$ cat config.mk
export PLATFORM = sky130hd
export DESIGN_NAME = hcc_chain
export DESIGN_NICKNAME = d
export VERILOG_FILES = /design/src/hdl/hcc_pkg.sv /design/src/hdl/hcc_cell.sv /design/src/hdl/hcc_chain.sv
export SDC_FILE = /design/constraint.sdc
export NUM_CORES = 1
export LEC_CHECK = 0
export BUFFER_PORTS_ARGS = -buffer_cell sky130_fd_sc_hd__buf_2
export CORE_MARGIN = 4
export CORE_UTILIZATION = 40
export DETAILED_ROUTE_END_ITERATION = 7
export HOLD_SLACK_MARGIN = 0.08
export SYNTH_ARGS = -nofsm -noshare
export SYNTH_HDL_FRONTEND = slang
export SYNTH_HIERARCHICAL = 1
export SYNTH_SLANG_ARGS = --single-unit
export TNS_END_PERCENT = 1
$ cat constraint.sdc
create_clock -name clk -period 2.4 [get_ports clk]
set_input_delay 0.72 -clock clk [delete_from_list [all_inputs] [get_ports clk]]
set_output_delay 0.72 -clock clk [all_outputs]
set_load 0.01 [all_outputs]
$ cat src/hdl/hcc_pkg.sv
// ----------------------------------------------------------------------------
// hcc_pkg
// Shared constants, types and helpers for the Hamming chain ordering block.
// ----------------------------------------------------------------------------
package hcc_pkg;

  localparam int MAX_WORDS  = 64;
  localparam int WORD_BYTES = 64;
  localparam int NCELLS     = 8;

  localparam int WIDX_W = $clog2(MAX_WORDS);
  localparam int CNT_W  = $clog2(MAX_WORDS + 1);
  localparam int BI_W   = $clog2(WORD_BYTES);
  localparam int BP_W   = $clog2(WORD_BYTES + 1);
  localparam int ADDR_W = $clog2(MAX_WORDS * WORD_BYTES);
  localparam int DIST_W = $clog2(8 * WORD_BYTES + 1);
  localparam int PC_W   = $clog2(NCELLS + 1);
  localparam int OUT_W  = 6;
  localparam int OD_W   = 10;
  localparam int DIST_SAT = 1023;

  typedef struct packed {
    logic            valid;
    logic [7:0]      bits;
    logic [PC_W-1:0] count;
  } pop_t;

  function automatic logic [ADDR_W-1:0] store_addr(input logic [WIDX_W-1:0] w,
                                                   input logic [BI_W-1:0] b);
    return ADDR_W'(w) * ADDR_W'(WORD_BYTES) + ADDR_W'(b);
  endfunction

  function automatic logic [OD_W-1:0] dist_sat(input logic [DIST_W-1:0] d);
    logic [DIST_W+OD_W-1:0] w;
    w = (DIST_W + OD_W)'(d);
    if (w > (DIST_W + OD_W)'(DIST_SAT)) return OD_W'(DIST_SAT);
    return w[OD_W-1:0];
  endfunction

endpackage

$ cat src/hdl/hcc_cell.sv
// ----------------------------------------------------------------------------
// hcc_cell
// One popcount cell: adds the low bit and hands the shifted byte onward.
// ----------------------------------------------------------------------------
module hcc_cell import hcc_pkg::*; (
  input  logic clk,
  input  logic rst,
  input  pop_t din,
  output pop_t dout
);

  always_ff @(posedge clk) begin
    if (rst) begin
      dout.valid <= 1'b0;
    end else begin
      dout.valid <= din.valid;
    end
    dout.bits  <= din.bits >> 1;
    dout.count <= din.count + PC_W'(din.bits[0]);
  end

endmodule

$ cat src/hdl/hcc_chain.sv
// ----------------------------------------------------------------------------
// hcc_chain
// Row of popcount cells, one byte enters per cycle.
// ----------------------------------------------------------------------------
module hcc_chain import hcc_pkg::*; (
  input  logic clk,
  input  logic rst,
  input  pop_t din,
  output pop_t dout,
  output logic busy
);

  pop_t             stage [NCELLS+1];
  logic [NCELLS-1:0] vld;

  assign stage[0] = din;

  for (genvar c = 0; c < NCELLS; c++) begin : g_cell
    hcc_cell u_cell (
      .clk  (clk),
      .rst  (rst),
      .din  (stage[c]),
      .dout (stage[c+1])
    );
    assign vld[c] = stage[c+1].valid;
  end

  assign dout = stage[NCELLS];
  assign busy = |vld;

endmodule
==> metrics.cfg <==
[yosys]
syn-num-nets = 194
synth_top_family_by_area = adder cells
synth_edf_count = 0
post-synth-top-count-cell = dfxtp_1
synth_top_area_share_pct = 78.2
ys_ff_latch = 96
netlist_area_um2 = 2460
async_reset_ff_share_pct = 0
synth-simple-area-share_pct = 4.33
ys.warnings.count = 6
synthMuxAreaShare_pct = 0
syn_avg_cell_area_um2 = 15.1
synth_flop_cell = dfxtp_1
synth_cell_type_count = 10
synth-adder-area-share_pct = 8.14
synth_area_leader_cell = dfxtp_1
synth_area_leaders = dfxtp_1 (78%), ha_1 (8.1%), xnor2_1 (2.8%), xor2_1 (2.8%), buf_4 (2.4%)
synthTopCellsByCount = dfxtp_1 (96), ha_1 (16)
synth_cells = 163
synth-xor-area-share_pct = 5.70
yosysSeqAreaShare_pct = 78.2
synth_compound_area_share_pct = 0

[pwr]
clockPowerShare_pct = 28.7
combPwrFrac_pct = 8.2
power_density_nw_per_um2 = 1100
switching_share_pct = 23.1
finalPower_mw = 3.07
p_int_mw = 2.36
leakage_nw = 1.24
p_seq_share_pct = 63.1
power.switching_mw = 0.709
ir_worst_vdd_uv = 556

[final_layout]
drive_above_1_share_pct = 20.2
largest_reg_flops = 96
top_regs = g_cell.u_cell/dout: 96 flops
fill_cells = 542
num_antenna_cells = 0
largest-register = g_cell.u_cell/dout
final_util_pct = 46.9
design_area_um2 = 2790
synthToLayoutAreaGrowth_pct = 13.6
instances_no_fill = 273
nNetsFinal = 224

[clock_tree]
cts_buffer_depth = 2
clock-sinks = 96
clk_pin_slew_ns = 0.08
cts_resized = 0
worstSkewPairLatency_ns = 0.34
cts-buffers-inserted = 9
cts-root-buf = clkbuf_8
cts_tree = done
cts_setup_buffers = 0
h-tree-depth = 3
ctsHoldBuffers = 0

[sta]
finalSetupViolCount = 0
skew_ns = 0.00560
grt_setup_unrepaired = no
drv_slew = 0
max_freq_ghz = 0.527
fin_crit_sh_pct = 79.0
fin_crit_ns = 1.90
hold_viol = 0
finalSetupTns_ns = 0

[run_status]
outcome = finished, final reports clean

[global_routing]
grt_max_degree = 16
grtUsageTotal_pct = 8.45
overflow = 0
antenna_found_initial = 0
grt_pass1_wl_um = 4580
grt_pass1_vias = 1103

[setup_path]
worstPathMaxFanout = 2
critPathArrivalTime_ns = 1.18
cp-end-kind = primary output
crit_required_ns = 1.68
critical_path_class = reg2out
start_kind = flop

[placed_design]
dp_cells = 257
hpwl_um = 1720
portBuffers = 27
place.gp.congestion = 0.759
place_area_um2 = 2630

[drt]
wl_per_cell_um = 9.40
vias = 1065
viasPerCell = 3.90
drtAntennaViolNets = 0
dr.pass1.iters = 4
routed_wl_um = 2570
drt_iter0_markers = 18
drc_errors = 0

[floorplanning]
io_pins = 29
core_area_um2 = 5960
die_area_um2 = 7460
initial_core_util_pct = 41.3
num_rows = 28
die_w_um = 86.4
die_h_um = 86.4

[job]
maxCapViolations = 0

[worst_hold_path]
min_path_type = reg2reg

-- cell type report --
type / instances / area (µm²) / area share [%]
Timing Repair Buffer: 27 / 135 / 4.84
Multi-Input combinational cell: 59 / 477 / 17.1
Clock buffer: 12 / 135 / 4.84
Sequential cell: 96 / 1920 / 68.8
Tap cell: 75 / 93.8 / 3.36
Clock inverter: 4 / 31.3 / 1.12
-- power groups by stage --
stage	clock (mW)	sequential [mW]	combinational [mW]
after floorplan	0	1.98	0.153
after global placement	0	1.96	0.244
after detailed placement	0	1.97	0.258
after CTS	0.919	1.94	0.266
after global routing	0.998	1.97	0.308
final	0.879	1.93	0.253
-- per-stage QoR --
| step | worst slack, ns | hold WS, ns |
|---|---|---|
| 6_report | 0.504 | 0.328 |
| 5_1_grt | 0.339 | 0.334 |
| 4_1_cts | 0.475 | 0.326 |
| 3_5_place_dp | 0.870 | 0.312 |
| 3_3_place_gp | 0.921 | 0.310 |
| 2_1_floorplan | 0.993 | 0.310 |
-- worst max-delay path, stage by stage, from the launching register on --
cell and delay, ns:
dfxtp_1 0.32, nor4_1 0.28, nand2_1 0.10, buf_2 0.15
-- metal layers --
metal	vias to the layer above	GRT usage, %	wire [µm]
li1	560	-	-
met1	471	7.50	1020
met2	29	14.3	1290
met3	5	5.89	201
met4	0	4.25	54
met5	-	0	0
-- worst paths after layout --
| path | start | endpoint | slack [ns] | cells past startpoint |
|---|---|---|---|---|
| min | g_cell[5].u_cell/dout[5]$_DFF_P_ | g_cell[6].u_cell/dout[4]$_DFF_P_ | 0.33 | 0 |
| min reg2reg | g_cell[5].u_cell/dout[5]$_DFF_P_ | g_cell[6].u_cell/dout[4]$_DFF_P_ | 0.33 | 0 |
| max reg2reg | g_cell[2].u_cell/dout[0]$_DFF_P_ | g_cell[3].u_cell/dout[2]$_DFF_P_ | 1.42 | 3 |
| max | g_cell[6].u_cell/dout[12]$_SDFF_PP0_ | busy | 0.50 | 3 |
-- cell usage in the layout (no fill, tap or decap) --
cell type	count
dfxtp_1	96
buf_2	27
ha_1	16
clkbuf_8	9
nand3_1	8
xnor2_1	8
xor2_1	8
nor2b_1	8
conb_1	8
clkbuf_1	3
clkinvlp_4	3
nor4_1	2
nand2_1	1
clkinv_4	1
-- kinds of logic (layout without fill, tap and decap cells) --
kind of cell	after synthesis	count (layout)
other cells	8	8
fa+ha+maj	16	16
xor+xnor	16	16
buf+inv	8	43
flops	96	96
simple gates	19	19
Power figures use the tool's default switching activity.
